`config.mk`:
```
export PLATFORM = sky130hd
export DESIGN_NAME = lcg_sqrt
export DESIGN_NICKNAME = d
export VERILOG_FILES = /design/src/sv/lcg_pkg.sv /design/src/sv/lcg_sqrt.sv
export SDC_FILE = /design/constraint.sdc
export NUM_CORES = 2
export LEC_CHECK = 0
export BUFFER_PORTS_ARGS = -buffer_cell sky130_fd_sc_hd__buf_2
export CAP_MARGIN = 0
export CELL_PAD_IN_SITES_DETAIL_PLACEMENT = 1
export CELL_PAD_IN_SITES_GLOBAL_PLACEMENT = 1
export CORE_MARGIN = 2
export CORE_UTILIZATION = 48
export DETAILED_ROUTE_END_ITERATION = 7
export PLACE_DENSITY_LB_ADDON = 0.1
export SLEW_MARGIN = 30
export SYNTH_ARGS = -nofsm -noshare
export SYNTH_HDL_FRONTEND = slang
export SYNTH_SLANG_ARGS = --single-unit
```
`constraint.sdc`:
```
create_clock -name clk -period 3.4 [get_ports clk]
set_input_delay 0.17 -clock clk [delete_from_list [all_inputs] [get_ports clk]]
set_output_delay 0.17 -clock clk [all_outputs]
set_load 0.02 [all_outputs]
```
`src/sv/lcg_pkg.sv`:
```
// lcg_pkg: constants, types and tables for the loiter circle guidance block.
// No dependencies.
package lcg_pkg;

    localparam int CORDIC_STAGES = 16;
    localparam int SQRT_STAGES   = 26;   // result bits of the square root

    localparam int AW = 26;              // angle width, 2^-24 rad (|a| < 2^26)
    localparam int CW = 60;              // CORDIC x/y width (|v| < 2^26 * 2^32 * 1.7)
    localparam int YW = 40;              // yaw sum width: gain term reaches 2^36

    localparam logic signed [AW+1:0] ANG_PI      = 28'sd52707179;
    localparam logic signed [AW+1:0] ANG_HALF_PI = 28'sd26353589;

    localparam logic [2:0] REG_WP_NORTH     = 3'd0;
    localparam logic [2:0] REG_WP_EAST      = 3'd1;
    localparam logic [2:0] REG_WP_ALT       = 3'd2;
    localparam logic [2:0] REG_ORBIT_RADIUS = 3'd3;
    localparam logic [2:0] REG_ERROR_LIMIT  = 3'd4;
    localparam logic [2:0] REG_YAW_GAIN     = 3'd5;
    localparam logic [2:0] REG_THROTTLE_SET = 3'd6;

    typedef struct packed {
        logic signed [23:0] pos_north;
        logic signed [23:0] pos_east;
        logic signed [23:0] altitude;
    } lcg_in_t;

    typedef struct packed {
        logic signed [15:0] yaw_cmd;
        logic signed [15:0] pitch_cmd;
        logic        [15:0] throttle_cmd;
    } lcg_out_t;

    typedef struct packed {
        logic signed [23:0] wp_north;
        logic signed [23:0] wp_east;
        logic signed [23:0] wp_alt;
        logic        [22:0] orbit_radius;
        logic        [15:0] error_limit;
        logic        [15:0] yaw_gain;
        logic        [15:0] throttle_set;
    } lcg_cfg_t;

    function automatic logic signed [AW+1:0] atan_entry(input int i);
        logic signed [AW+1:0] t;
        begin
            unique case (i)
                0: t = 28'sd13176795;
                1: t = 28'sd7778716;
                2: t = 28'sd4110060;
                3: t = 28'sd2086331;
                4: t = 28'sd1047214;
                5: t = 28'sd524117;
                6: t = 28'sd262123;
                7: t = 28'sd131069;
                default: t = (i < 24) ? (28'sd65536 >>> (i - 8)) : 28'sd0;
            endcase
            return t;
        end
    endfunction

    function automatic logic signed [15:0] to_q13(input logic signed [YW-1:0] v);
        logic signed [YW-1:0] r;
        begin
            r = (v + 32'sd1024) >>> 11;
            if (r > 32'sd32767)
                return 16'sh7fff;
            else if (r < -32'sd32768)
                return 16'sh8000;
            else
                return r[15:0];
        end
    endfunction

endpackage

```
`src/sv/lcg_sqrt.sv`:
```
// lcg_sqrt: pipelined restoring integer square root, one result bit per stage.
// Depends on lcg_pkg. Carries a side payload of type T alongside.
module lcg_sqrt #(parameter type T = logic)
(
    input  logic                      clk,
    input  logic                      rst_n,
    input  logic                      en,
    input  logic                      in_valid,
    input  logic [2*lcg_pkg::SQRT_STAGES-1:0] in_val,
    input  T                          in_side,
    output logic                      out_valid,
    output logic [lcg_pkg::SQRT_STAGES-1:0] out_root,
    output T                          out_side
);
    import lcg_pkg::*;
    localparam int N = SQRT_STAGES;

    logic [N:0]          v_reg;
    logic [2*N-1:0]      rem_reg  [N+1];
    logic [N-1:0]        root_reg [N+1];
    T                    side_reg [N+1];

    always_comb
    begin
        v_reg[0]    = in_valid;
        rem_reg[0]  = in_val;
        root_reg[0] = '0;
        side_reg[0] = in_side;
    end

    for (genvar s = 0; s < N; s++) begin : g_st
        logic [N+1:0] trial;
        logic [N+1:0] rem_hi;
        logic [2*N-1:0] rem_next;
        logic [N-1:0]   root_next;
        always_comb
        begin
            // remainder window for bit (N-1-s)
            rem_hi   = (N+2)'(rem_reg[s] >> (2*(N-1-s)));
            trial    = {root_reg[s], 2'b01} & {(N+2){1'b1}};
            rem_next = rem_reg[s];
            root_next = root_reg[s];
            if (rem_hi >= trial)
            begin
                rem_next = rem_reg[s] - ((2*N)'(trial) << (2*(N-1-s)));
                root_next = {root_reg[s][N-2:0], 1'b1};
            end
            else
            begin
                root_next = {root_reg[s][N-2:0], 1'b0};
            end
        end
        always_ff @(posedge clk or negedge rst_n)
        begin
            if (!rst_n)
                v_reg[s+1] <= 1'b0;
            else if (en)
                v_reg[s+1] <= v_reg[s];
        end
        always_ff @(posedge clk)
        begin
            if (en)
            begin
                rem_reg[s+1]  <= rem_next;
                root_reg[s+1] <= root_next;
                side_reg[s+1] <= side_reg[s];
            end
        end
    end

    assign out_valid = v_reg[N];
    assign out_root  = root_reg[N];
    assign out_side  = side_reg[N];
endmodule

```
### After elaboration in Yosys (flattened, before gate mapping)

Cells that the tools add are included.

| storage, ports and cells | value |
|---|---|
| memory bits (read-only) | 0 |
| bits in writable memories | 0 |
| bits in latches | 0 |
| bits of input ports | 57 |
| register bits after elaboration | 1547 |
| output and inout bits | 28 |
| memories kept | 0 |

| cells by class | value |
|---|---|
| order comparisons | 26 |
| div/mod/pow operators | 0 |
| bitwise logic cells | 0 |
| shift-type cells | 0 |
| reduce and logical (&&, ||, !) cells | 0 |
| $add $sub $neg | 25 |
| equal/unequal tests | 0 |
| muxes and demuxes | 51 |
| $mul | 0 |

Operator list:

| operator | count |
|---|---|
| $mux W52 | 13 |
| $sub A52 B40 Y52 | 1 |
| $sub A52 B41 Y52 | 1 |
| $sub A52 B42 Y52 | 1 |
| $sub A52 B43 Y52 | 1 |
| $sub A52 B44 Y52 | 1 |
| $sub A52 B45 Y52 | 1 |
| $sub A52 B46 Y52 | 1 |
| $sub A52 B47 Y52 | 1 |
| $sub A52 B48 Y52 | 1 |
| $sub A52 B49 Y52 | 1 |
| $sub A52 B50 Y52 | 1 |
| $sub A52 B51 Y52 | 1 |
| $sub A52 B51 Y52 const B | 1 |
| $mux W50 | 1 |
| $sub A50 B39 Y50 | 1 |
| $mux W48 | 1 |
| $sub A48 B38 Y48 | 1 |
| $mux W46 | 1 |
| $sub A46 B37 Y46 | 1 |
| $mux W44 | 1 |
| $sub A44 B36 Y44 | 1 |
| $mux W42 | 1 |
| $sub A42 B35 Y42 | 1 |
| 41 further kinds | 66 |

### Logic depth before layout (Yosys ltp)

| logic depth | value |
|---|---|
| depth in word-level cells | 2 |
| mapped depth | 13 |

### Least setup slack after synthesis

OpenSTA, ideal clock, no wires.

| path | value |
|---|---|
| kind | register -> register |
| start point | register rem_reg, in the netlist g_st[24].rem_hi[8] |
| end point | register rem_reg, in the netlist g_st[25].rem_hi[10] (data pin) |
| stages on the path, launching flop included | 12 |
| arrival | 3.148 ns |
| path buffers | 1 |
| data required time | 3.140 ns |
| clock period less this slack | 3.408 ns |
| setup slack | -0.008 ns |
| cells stage by stage | edfxtp_1 ha_1 a21oi_1 o21ai_0 a21oi_4 a21oi_2 o41ai_2 o41ai_1 a21o_1 a2111oi_4 buf_6 mux2_4 |

| on the way | value |
|---|---|
| longest elaborated chain between the ends | 2 |
| elaborated cells on any way between the ends | 3 |
| those cells by class | add/sub (1); order compare (1); mux (1) |

RTL lines:

| item | RTL line | source |
|---|---|---|
| start, declared | lcg_sqrt.sv:19 | `logic [2*N-1:0] rem_reg [N+1];` |
| start signal, assigned by index | lcg_sqrt.sv:64 | `rem_reg[s+1] <= rem_next;` |
| $sub A28 B28 Y28 / $ge A28 B26 Y1 (equally long branches) | lcg_sqrt.sv:45, lcg_sqrt.sv:43 |  |
| $mux W28 (*) | lcg_sqrt.sv:43 | `if (rem_hi >= trial)` |
| net g_st[24].rem_next[10] | lcg_sqrt.sv:34 | `logic [2*N-1:0] rem_next;` |

Mark *: on every way through the listed nets, which the timed path passes. The rest lies on a longest branch.
A chain may end at the register's enable or synchronous reset.

### Final worst setup path

| path | value |
|---|---|
| start point | register rem_reg, in the netlist g_st[24].rem_hi[6] |
| end point | register rem_reg, in the netlist g_st[25].rem_hi[8] (data pin) |

Same word-level chain as after synthesis.

==> metrics.csv <==
metric,value,unit
critPathMaxFanout,7,
nFillCells,14300,
postPlaceCellArea,0.0750,mm²
clkTransAtPathRegs,0.06,ns
internal_power,40800,µW
place_hpwl,112,mm
ios,85,
gr-usage-all-layers,21.1,%
vdd_ir_drop_max,0.531,mV
drtIter0Drc,2113,
async_reset_ff_share,1.68,%
drive_above_1_share,13.2,%
r2r_cells,12,
std_cell_rows,140,
seq_area,0.0463,mm²
min_path_cells,2,
clockBufferDepth,3,
num_vias,42200,
synthFlopType,edfxtp_1,
hold_viol,0,
p_leak,0.0319,µW
final_core_util,56.2,%
grt_start_max_net_pins,146,
rsz0062_at_grt,yes,
worst-setup-path-type,register to register,
wl,158,mm
crit_required,3.94,ns
min-delay-path-class,input pin to register,
min_from,in_val[12],
yosysWarnings,0,
dpl.cell_count,7374,
worstSkewPairLatency,0.80,ns
root_buffer,clkbuf_16,
min_period_over_period,101,%
r2r-end,g_st[25].rem_hi[8]$_DFFE_PP_,
setup_viol,14,
grt_pass1_wl,249,mm
antenna_found_initial,2,
combinationalPowerShare,23.1,%
synth_common_cells,"edfxtp_1, inv_1, ha_1",
core,0.146,mm²
clock_sinks,1547,
routedWlPerCell,20.4,µm
min_to,rem_reg[1312]$_DFFE_PP_,
powerDensity,703,mW/mm²
switchingPower,16700,µW
worst_slack,-0.0468,ns
synth.distinct_cells,91,
holdWs,0.0805,ns
htree_levels,4,
synth.top_cell.area_share,64.8,%
clock.fmax,290,MHz
netlist_area,0.0705,mm²
fin_nets,6144,
max_cap_viol_count,0,
final_cells,7773,
ant_nets,0,
critPathArrivalTime,3.99,ns
gr-total-overflow,0,
syn2layout_area_growth,16.1,%
cts-buffers-inserted,167,
start_util,48.4,%
design_area,0.0819,mm²
yosys.area.top_type,edfxtp_1,
drcViolationCount,0,
fin_worst_skew,0.0287,ns
status,finished with violations,
place_congestion,0.857,
pwr-share-seq,45.8,%
ys_seq_area_share,65.7,%
cts_tree,done,
synth_nets,5678,
synth_edf_count,1521,
port_buffers,84,
multi_input_area,0.0227,mm²
grt_pass1_vias,44800,
die-area,0.150,mm²
min_period,3.45,ns
violations,setup timing,
worstSetupEndpointType,register,
die_y,387,µm
dr.pass1.iters,5,
ys_ff_latch,1547,
synth_area_leaders,"edfxtp_1, ha_1, xnor2_1",
max_slew_margin,33.1,%
slew_violations,0,
r2r-start,g_st[24].rem_hi[6]$_DFFE_PP_,
avgSynthCellArea,13.4,µm²
rrSetupSlack,-0.05,ns
clock_power_share,31.2,%
via_per_inst,5.43,
synth.most_common_cell,edfxtp_1,
tightest_slew,0.994,ns
switching_share,29.0,%
place_ws,-0.112,ns
largest_register_ffs,600,
worstSetupStartpointType,register,
syn_inst,5248,
die_w,387,µm
==> power groups by stage <==
| stage | logic [µW] | clock network (µW) | registers (µW) |
|---|---|---|---|
| after floorplan | 8790 | 0 | 25800 |
| after global placement | 12200 | 0 | 26600 |
| after detailed placement | 12600 | 0 | 26700 |
| after CTS | 13000 | 18500 | 26400 |
| after global routing | 14700 | 19200 | 26600 |
| final | 13300 | 17900 | 26300 |
==> final cells by class <==
cell class | count | share of cell area [%]
diodes | 1 | 0.00306
clock inverters | 111 | 1.39
repair buffers | 389 | 4.03
flip-flops and latches | 1547 | 56.6
clock buffers | 199 | 5.28
multi-input cells | 3158 | 27.7
inverters | 451 | 2.07
well taps | 1917 | 2.93
==> how the worst max path moves through the flow <==
stage                               endpoint  slack [ns]  depth (start not counted)                           from
2_1_floorplan  g_st[25].rem_hi[10]$_DFFE_PP_        0.05                         11   g_st[24].rem_hi[8]$_DFFE_PP_
3_3_place_gp   g_st[14].rem_hi[27]$_DFFE_PP_        -0.1                         10  g_st[13].rem_hi[13]$_DFFE_PP_
3_5_place_dp   g_st[14].rem_hi[27]$_DFFE_PP_       -0.11                         10  g_st[13].rem_hi[13]$_DFFE_PP_
4_1_cts        g_st[25].rem_hi[13]$_DFFE_PP_     -0.0005                         12   g_st[24].trial[14]$_DFFE_PP_
5_1_grt         g_st[25].rem_hi[8]$_DFFE_PP_       -0.15                         13   g_st[24].rem_hi[1]$_DFFE_PP_
6_report        g_st[25].rem_hi[8]$_DFFE_PP_       -0.05                         12   g_st[24].rem_hi[6]$_DFFE_PP_
==> layer usage <==
layer  global-route usage [%]  share of wire, %  vias up
met5                        0             0.013        -
met3                     2.99               2.8      285
met1                     26.1                43    20900
met2                     37.5                51      569
li1                         -                 -    20400
met4                     7.68               3.4        2
==> cells in the final DEF, fill, tap and decap left out, types with 198 or more instances in the layout <==
cell type  instances
edfxtp_1        1521
inv_1            448
nand2_1          372
ha_1             353
o21ai_0          311
a21oi_1          288
nor2_1           220
buf_4            212
xnor2_1          210
xor2_1           198
==> cell families (layout without fill, tap and decap cells) <==
| group | count (synthesis) | count (layout) | share of synthesized area, % |
|---|---|---|---|
| multiplexers | 91 | 91 | 1.51 |
| AND/OR/NAND/NOR | 1171 | 1171 | 8.16 |
| XOR/XNOR | 408 | 408 | 5.07 |
| flip-flops | 1547 | 1547 | 65.7 |
| AO/OA/AOI/OAI | 1115 | 1115 | 10.0 |
| other | 0 | 1 | 0 |
| buffers and inverters | 543 | 1150 | 2.94 |
| adder cells (fa/ha/maj) | 373 | 373 | 6.62 |
==> metrics by stage <==
step | setup TNS, ns | power, µW
detailed placement | -1.51 | 39300
global placement | -0.288 | 38800
CTS | -0.000513 | 57900
global route | -2.73 | 60500
finish | -0.234 | 57600
floorplan | 0 | 34600
==> what timing repair did <==
action                     4_1_cts  5_1_grt
hold buffers                    60        0
hold endpoints to repair       130        0
setup endpoints to repair       35      125
gates resized for setup         27       72
buffers inserted                11       15
pin swaps                       10       18
cloned                           1        1
==> critical path, cell delays in order, from the launching register on <==
cell and delay [ns]:
edfxtp_1 0.49, ha_4 0.23, or3_1 0.38, o21ai_2 0.08, a211o_2 0.16, a21oi_4 0.07
o41ai_4 0.32, o41ai_2 0.14, a21o_1 0.22, a2111oi_4 0.39, clkbuf_16 0.23, buf_12 0.13
mux2_2 0.34
(Power assumes the default switching activity.)
